--- src/rtl/ftt_pkg.sv ---
// ----------------------------------------------------------------------------
// ftt_pkg
// shared types and constants for the frame deadline timer table
// ----------------------------------------------------------------------------
package ftt_pkg;

    localparam int FN_W    = 22;
    localparam int OFS_W   = 16;
    localparam int STAMP_W = 32;
    localparam int SLOT_W  = 4;
    localparam int IDX_W   = 8;   // wide enough for the largest table
    localparam int CNT_W   = 9;
    localparam int CNT_OUT_W = 5;
    localparam logic [FN_W-1:0] FN_MAX = {FN_W{1'b1}};

    localparam int S_DATA_W = 48;
    localparam int S_USER_W = 3;
    localparam int M_DATA_W = 40;

    typedef enum logic [2:0] {
        REQ_SCHEDULE = 3'd0,
        REQ_CANCEL   = 3'd1,
        REQ_PENDING  = 3'd2,
        REQ_NEAREST  = 3'd3,
        REQ_FIRE     = 3'd4,
        REQ_COUNT    = 3'd5
    } req_t;

    typedef enum logic [1:0] {
        WM_NEAREST = 2'd0,
        WM_FIRE    = 2'd1,
        WM_COUNT   = 2'd2
    } wave_mode_t;

    typedef enum logic [1:0] {
        ST_IDLE = 2'd0,
        ST_SCAN = 2'd1,
        ST_DONE = 2'd2
    } state_t;

    // search token passed from cell to cell
    typedef struct packed {
        logic                go;
        wave_mode_t          mode;
        logic [FN_W-1:0]     cur;
        logic                found;
        logic [FN_W-1:0]     deadline;
        logic [STAMP_W-1:0]  stamp;
        logic [IDX_W-1:0]    idx;
        logic [CNT_W-1:0]    cnt;
    } wave_t;

    // write and clear broadcast to all cells
    typedef struct packed {
        logic                we;
        logic                clr;
        logic [IDX_W-1:0]    idx;
        logic [IDX_W-1:0]    clr_idx;
        logic [FN_W-1:0]     deadline;
        logic [STAMP_W-1:0]  stamp;
    } wr_t;

endpackage

--- src/rtl/frame_deadline_timer_table.sv ---
// ----------------------------------------------------------------------------
// frame_deadline_timer_table
// timer slots keyed by frame deadline, searched by a token along a row of cells
// ----------------------------------------------------------------------------
//  channel  direction  handshake          payload
//  s_*      in         s_tvalid/s_tready  s_tuser req_type, s_tdata slot..frame_now
//  m_*      out        m_tvalid/m_tready  m_tdata result fields, m_tlast last
//
//  schedule, cancel and pending are served without a search; pending registers
//  its result directly. nearest and count send a search token down the row and
//  load their result once it leaves the last cell: the token crosses one cell
//  per cycle. fire runs one pass per fired slot plus a final empty pass.
//  requests are taken only when idle with the output register empty;
//  a stalled output holds the sequencer. reset clears all active bits at once.
// ----------------------------------------------------------------------------
module frame_deadline_timer_table #(
    parameter int TIMERS = 16
) (
    input  logic                           clk,
    input  logic                           rst_n,
    input  logic                           s_tvalid,
    output logic                           s_tready,
    // slot[3:0], offset[19:4], frame_now[41:20], zero fill
    input  logic [ftt_pkg::S_DATA_W-1:0]   s_tdata,
    // req_type[2:0]
    input  logic [ftt_pkg::S_USER_W-1:0]   s_tuser,
    output logic                           m_tvalid,
    input  logic                           m_tready,
    // slot_out[3:0], fired[4], pending[5], nearest_valid[6],
    // nearest_delta[28:7], active_count[33:29], zero fill
    output logic [ftt_pkg::M_DATA_W-1:0]   m_tdata,
    output logic                           m_tlast
);
    import ftt_pkg::*;

    localparam int IW = (TIMERS > 1) ? $clog2(TIMERS) : 1;

    // input fields
    req_t              req;
    logic [SLOT_W-1:0] slot;
    logic [OFS_W-1:0]  offset;
    logic [FN_W-1:0]   frame_now;
    logic              in_table;
    logic [FN_W:0]     dl_sum;
    logic [FN_W-1:0]   dl_sat;
    logic              accept;

    assign req        = req_t'(s_tuser);
    assign slot       = s_tdata[3:0];
    assign offset     = s_tdata[19:4];
    assign frame_now  = s_tdata[41:20];
    assign in_table   = 32'(slot) < TIMERS;
    assign dl_sum     = (FN_W+1)'(frame_now) + (FN_W+1)'(offset);
    assign dl_sat     = dl_sum[FN_W] ? FN_MAX : dl_sum[FN_W-1:0];
    assign accept     = s_tvalid && s_tready;

    // cell row
    wave_t              chain [0:TIMERS];
    logic [TIMERS-1:0]  active_vec;
    wr_t                wr;

    genvar g;
    generate
        for (g = 0; g < TIMERS; g++)
        begin : g_cell
            ftt_cell #(.ID(g)) u_cell (
                .clk      (clk),
                .rst_n    (rst_n),
                .wr       (wr),
                .wave_in  (chain[g]),
                .wave_out (chain[g+1]),
                .active   (active_vec[g])
            );
        end
    endgenerate

    // control state
    state_t             state_reg, state_next;
    wave_mode_t         mode_reg, mode_next;
    logic [FN_W-1:0]    cur_reg, cur_next;
    logic [STAMP_W-1:0] stamp_reg, stamp_next;
    logic               held_valid_reg, held_valid_next;
    logic [IDX_W-1:0]   held_idx_reg, held_idx_next;
    wave_t              res_reg, res_next;
    logic               m_valid_reg, m_valid_next;
    logic [M_DATA_W-1:0] m_data_reg, m_data_next;
    logic               m_last_reg, m_last_next;

    wave_t              end_wave;
    logic               wave_end;
    logic               m_free;
    logic               start;
    wave_t              seed;
    logic [FN_W-1:0]    delta;
    logic [CNT_OUT_W-1:0] cnt_out;
    logic               pend_bit;

    assign end_wave = chain[TIMERS];
    assign wave_end = end_wave.go;
    assign m_free   = !m_valid_reg || m_tready;
    assign s_tready = (state_reg == ST_IDLE) && !m_valid_reg;
    assign delta    = (res_reg.found && res_reg.deadline > cur_reg) ?
                      res_reg.deadline - cur_reg : '0;
    assign cnt_out  = (32'(res_reg.cnt) > 31) ? {CNT_OUT_W{1'b1}} : CNT_OUT_W'(res_reg.cnt);
    assign pend_bit = in_table && active_vec[IW'(slot)];

    assign chain[0] = seed;

    // next state
    always_comb
    begin
        state_next = state_reg;
        unique case (state_reg)
            ST_IDLE:
            begin
                if (accept && (req == REQ_NEAREST || req == REQ_FIRE || req == REQ_COUNT))
                    state_next = ST_SCAN;
            end
            ST_SCAN:
            begin
                if (wave_end)
                    state_next = ST_DONE;
            end
            ST_DONE:
            begin
                if (mode_reg == WM_FIRE && res_reg.found)
                begin
                    if (!held_valid_reg || m_free)
                        state_next = ST_SCAN;
                end
                else if (m_free)
                begin
                    state_next = ST_IDLE;
                end
            end
            default:
            begin
                state_next = ST_IDLE;
            end
        endcase
    end

    // datapath and outputs
    always_comb
    begin
        mode_next       = mode_reg;
        cur_next        = cur_reg;
        stamp_next      = stamp_reg;
        held_valid_next = held_valid_reg;
        held_idx_next   = held_idx_reg;
        res_next        = res_reg;
        m_valid_next    = m_valid_reg && !m_tready;
        m_data_next     = m_data_reg;
        m_last_next     = m_last_reg;
        start           = 1'b0;
        wr              = '0;
        wr.deadline     = dl_sat;
        wr.stamp        = stamp_reg;
        wr.idx          = IDX_W'(slot);
        wr.clr_idx      = IDX_W'(slot);

        unique case (state_reg)
            ST_IDLE:
            begin
                if (accept)
                begin
                    cur_next = frame_now;
                    case (req)
                        REQ_SCHEDULE:
                        begin
                            if (in_table)
                            begin
                                wr.we      = 1'b1;
                                stamp_next = stamp_reg + 1'b1;
                            end
                        end
                        REQ_CANCEL:
                        begin
                            wr.clr = in_table;
                        end
                        REQ_PENDING:
                        begin
                            m_valid_next = 1'b1;
                            m_last_next  = 1'b1;
                            m_data_next  = '0;
                            m_data_next[3:0] = slot;
                            m_data_next[5]   = pend_bit;
                        end
                        REQ_NEAREST:
                        begin
                            start     = 1'b1;
                            mode_next = WM_NEAREST;
                        end
                        REQ_FIRE:
                        begin
                            start           = 1'b1;
                            mode_next       = WM_FIRE;
                            held_valid_next = 1'b0;
                        end
                        REQ_COUNT:
                        begin
                            start     = 1'b1;
                            mode_next = WM_COUNT;
                        end
                        default:
                        begin
                            start = 1'b0;
                        end
                    endcase
                end
            end
            ST_SCAN:
            begin
                if (wave_end)
                begin
                    res_next = end_wave;
                    // drop the picked slot before the next pass starts
                    if (end_wave.mode == WM_FIRE && end_wave.found)
                    begin
                        wr.clr     = 1'b1;
                        wr.clr_idx = end_wave.idx;
                    end
                end
            end
            ST_DONE:
            begin
                if (mode_reg == WM_FIRE && res_reg.found)
                begin
                    if (!held_valid_reg || m_free)
                    begin
                        if (held_valid_reg)
                        begin
                            m_valid_next     = 1'b1;
                            m_last_next      = 1'b0;
                            m_data_next      = '0;
                            m_data_next[3:0] = SLOT_W'(held_idx_reg);
                            m_data_next[4]   = 1'b1;
                        end
                        held_valid_next = 1'b1;
                        held_idx_next   = res_reg.idx;
                        start           = 1'b1;
                    end
                end
                else if (m_free)
                begin
                    m_valid_next    = 1'b1;
                    m_last_next     = 1'b1;
                    m_data_next     = '0;
                    held_valid_next = 1'b0;
                    case (mode_reg)
                        WM_FIRE:
                        begin
                            if (held_valid_reg)
                            begin
                                m_data_next[3:0] = SLOT_W'(held_idx_reg);
                                m_data_next[4]   = 1'b1;
                            end
                        end
                        WM_NEAREST:
                        begin
                            m_data_next[6]    = res_reg.found;
                            m_data_next[28:7] = delta;
                        end
                        default:
                        begin
                            m_data_next[33:29] = cnt_out;
                        end
                    endcase
                end
            end
            default:
            begin
                start = 1'b0;
            end
        endcase

        seed       = '0;
        seed.go    = start;
        seed.mode  = (state_reg == ST_IDLE) ? mode_next : mode_reg;
        seed.cur   = (state_reg == ST_IDLE) ? frame_now : cur_reg;
    end

    always_ff @(posedge clk or negedge rst_n)
    begin
        if (!rst_n)
        begin
            state_reg      <= ST_IDLE;
            stamp_reg      <= '0;
            held_valid_reg <= 1'b0;
            m_valid_reg    <= 1'b0;
            mode_reg       <= WM_NEAREST;
        end
        else
        begin
            state_reg      <= state_next;
            stamp_reg      <= stamp_next;
            held_valid_reg <= held_valid_next;
            m_valid_reg    <= m_valid_next;
            mode_reg       <= mode_next;
        end
    end

    always_ff @(posedge clk)
    begin
        cur_reg      <= cur_next;
        held_idx_reg <= held_idx_next;
        res_reg      <= res_next;
        m_data_reg   <= m_data_next;
        m_last_reg   <= m_last_next;
    end

    assign m_tvalid = m_valid_reg;
    assign m_tdata  = m_data_reg;
    assign m_tlast  = m_last_reg;

endmodule

--- src/rtl/ftt_cell.sv ---
// ----------------------------------------------------------------------------
// ftt_cell
// one timer slot: holds its state and folds itself into the passing search
// ----------------------------------------------------------------------------
module ftt_cell #(
    parameter int ID = 0
) (
    input  logic           clk,
    input  logic           rst_n,
    input  ftt_pkg::wr_t   wr,
    input  ftt_pkg::wave_t wave_in,
    output ftt_pkg::wave_t wave_out,
    output logic           active
);
    import ftt_pkg::*;

    logic               active_reg;
    logic [FN_W-1:0]    deadline_reg;
    logic [STAMP_W-1:0] stamp_reg;
    wave_t              wave_reg;
    wave_t              wave_next;

    logic take;

    always_comb
    begin
        take = 1'b0;
        case (wave_in.mode)
            WM_NEAREST:
            begin
                take = active_reg && (!wave_in.found || deadline_reg < wave_in.deadline);
            end
            WM_FIRE:
            begin
                // latest deadline first, newest schedule breaks ties
                take = active_reg && (deadline_reg <= wave_in.cur) &&
                       (!wave_in.found || deadline_reg > wave_in.deadline ||
                        (deadline_reg == wave_in.deadline && stamp_reg > wave_in.stamp));
            end
            default:
            begin
                take = 1'b0;
            end
        endcase

        wave_next     = wave_in;
        wave_next.cnt = wave_in.cnt + CNT_W'(active_reg);
        if (take)
        begin
            wave_next.found    = 1'b1;
            wave_next.deadline = deadline_reg;
            wave_next.stamp    = stamp_reg;
            wave_next.idx      = IDX_W'(ID);
        end
    end

    always_ff @(posedge clk or negedge rst_n)
    begin
        if (!rst_n)
        begin
            active_reg <= 1'b0;
            wave_reg   <= '0;
        end
        else
        begin
            wave_reg <= wave_next;
            if (wr.we && wr.idx == IDX_W'(ID))
                active_reg <= 1'b1;
            else if (wr.clr && wr.clr_idx == IDX_W'(ID))
                active_reg <= 1'b0;
        end
    end

    always_ff @(posedge clk)
    begin
        if (wr.we && wr.idx == IDX_W'(ID))
        begin
            deadline_reg <= wr.deadline;
            stamp_reg    <= wr.stamp;
        end
    end

    assign wave_out = wave_reg;
    assign active   = active_reg;

endmodule

--- config.mk ---
export PLATFORM = sky130hd
export DESIGN_NAME = frame_deadline_timer_table
export DESIGN_NICKNAME = d
export VERILOG_FILES = /design/src/rtl/ftt_pkg.sv /design/src/rtl/frame_deadline_timer_table.sv /design/src/rtl/ftt_cell.sv
export SDC_FILE = /design/constraint.sdc
export NUM_CORES = 2
export LEC_CHECK = 0
export ABC_AREA = 1
export BUFFER_PORTS_ARGS = -buffer_cell sky130_fd_sc_hd__buf_2
export CORE_MARGIN = 3
export CORE_UTILIZATION = 61
export CTS_CLUSTER_SIZE = 25
export DETAILED_ROUTE_END_ITERATION = 7
export GPL_TIMING_DRIVEN = 0
export HOLD_SLACK_MARGIN = 0.03
export PLACE_DENSITY = 0.84
export SLEW_MARGIN = 15
export SYNTH_ARGS = -nofsm -noshare
export SYNTH_HDL_FRONTEND = slang
export SYNTH_HIERARCHICAL = 1
export SYNTH_SLANG_ARGS = --single-unit
--- constraint.sdc ---
create_clock -name clk -period 8.38 [get_ports clk]
set_input_delay 1.257 -clock clk [delete_from_list [all_inputs] [get_ports clk]]
set_output_delay 1.257 -clock clk [all_outputs]
set_load 0.03 [all_outputs]
==> results_dict.tcl <==
set metrics [dict create \
    status "completed" \
    rr_startpoint "state_reg[0]" \
    dieArea_um2 215000 \
    wirelength_um 307000 \
    rsz0062_at_grt "no" \
    multiInputGateArea_um2 51100 \
    ir_drop_mv 0.271 \
    layout.nets 14700 \
    antenna_found_initial 14 \
    rrSetupSlack_ns 3.22 \
    p_leak_nw 74.4 \
    hold_buffers 0 \
    mostFrequentLayoutCell "nand2_1" \
    ios 98 \
    required_ns 8.95 \
    syn_avg_cell_area_um2 10.1 \
    relSlewSlack_pct 9.44 \
    crit_fanout 25 \
    synthToLayoutAreaGrowth_pct 11.4 \
    end_kind "flip-flop" \
    gr-usage-all-layers_pct 28.5 \
    core_area_um2 208000 \
    fin_crit_sh_pct 61.6 \
    initial_core_util_pct 61.6 \
    clockBufferDepth 3 \
    grt-ovfl-total 0 \
    vias_per_cell 5.41 \
    first_global_vias 89400 \
    postCtsSetupRepairBufs 0 \
    max_clock_freq_ghz 0.194 \
    num_rows 167 \
    cts_tree "done" \
    path_clk_slew_ns 0.07 \
    seqCellArea_um2 67700 \
    startpoint_type "flip-flop" \
    min_path_type "input port to asynchronous set/reset pin" \
    synthCells 12600 \
    grt_pass1_wl_um 479000 \
    total_power_mw 45.2 \
    crit_path_start "state_reg[0]" \
    final_cell_mix "nand2_1, inv_1, dfrtp_1" \
    syn-cell-area_um2 128000 \
    setup_tns_ns 0 \
    tightest_slew_ns 1.35 \
    finalWeightedCongestion 0.967 \
    drt_iter0_markers 7729 \
    setup_viol 0 \
    final_layout_size_suffix_gt1_share_pct 14.2 \
    worstPathArrival_ns 5.73 \
    skew_ns 0.0288 \
    fillerInstances 14100 \
    p_per_area_nw_per_um2 317 \
    root_buffer "clkbuf_16" \
    clk_latency_ns 0.87 \
    ys_warn_count 6 \
    cts_resized 0 \
    die_w_um 464 \
    largest_register_ffs 1498 \
    wl_per_cell_um 18.8 \
    hold_viol 0 \
    period_needed_ns 5.16 \
    grt_max_degree 156 \
    drv_slew 0 \
    ant_nets 0 \
    hpwl_um 230000 \
    cts.sinks 2513 \
    vias 88500 \
    cts_buffers 240 \
    portBuffers 85 \
    crit_type "flip-flop to flip-flop" \
    remaining_drc_errors 0 \
    first_pass_iters 6 \
    ctsHtreeMaxLevel 4 \
    max_cap_violations 0 \
    die_h_um 464 \
]
==> path summary, 6_finish.rpt <==
check,endpoint,depth (start not counted)
worst max-delay path,g_cell[15].u_cell/stamp_reg[6],14
min in group clk,g_cell[14].u_cell/wave_out[96],0
max in group asynchronous,g_cell[1].u_cell/wave_out[30],5
worst min register to register,g_cell[14].u_cell/wave_out[96],0
worst max register to register,g_cell[15].u_cell/stamp_reg[6],14
worst min-delay path,g_cell[15].u_cell/wave_out[56],1
==> stage by stage <==
step | area, um2 | hold WS (ns) | setup slack [ns] | util [%] | instances
2_1_floorplan | 129000 | 0.331 | 0.390 | - | 12900
3_3_place_gp | 133000 | 0.333 | -26.35 | 63.8 | 15700
3_5_place_dp | 134000 | 0.336 | 2.52 | 64.5 | 15900
4_1_cts | 142000 | 0.321 | 3.27 | 68.6 | 16300
5_1_grt | 142000 | 0.355 | 3.07 | 68.6 | 16300
6_report | 142000 | 0.292 | 3.22 | 68.6 | 16300
==> metal layers <==
metal  wire (um)  vias to the layer above  global-route usage (%)
met2      144000                     3257                    46.7
li1            -                    42000                       -
met1      120000                    42200                    35.4
met4       20800                       10                    16.6
met5          69                        -                       0
met3       23200                     1031                    5.35
==> critical path, stage by stage (launching register included) <==
cell	delay, ns
dfrtp_1	0.46
nor2_8	0.25
nand3_4	0.19
nor2_8	0.36
buf_2	0.65
nand2_1	0.15
nor4_2	0.72
buf_2	0.34
buf_2	0.27
buf_2	0.26
buf_4	0.23
buf_2	0.24
buf_2	0.25
buf_2	0.25
buf_4	0.20
==> power breakdown <==
part,total (mW),switching [mW],internal [mW]
combinational,14.9,9.46,5.48
clock,11.4,4.66,6.78
sequential,18.8,2.45,16.3
total,45.2,16.6,28.6
==> layout make-up <==
| type | count | area share (%) |
|---|---|---|
| Timing Repair Buffer | 233 | 1.16 |
| Multi-Input combinational cell | 8024 | 35.9 |
| Buffer | 270 | 1.66 |
| Inverter | 2046 | 5.40 |
| Antenna cell | 12 | 0.0211 |
| Sequential cell | 2513 | 47.5 |
| Clock inverter | 120 | 1.05 |
| Tap cell | 2788 | 2.45 |
| Clock buffer | 336 | 4.88 |
Note: power is estimated with default switching activity, not from simulation.
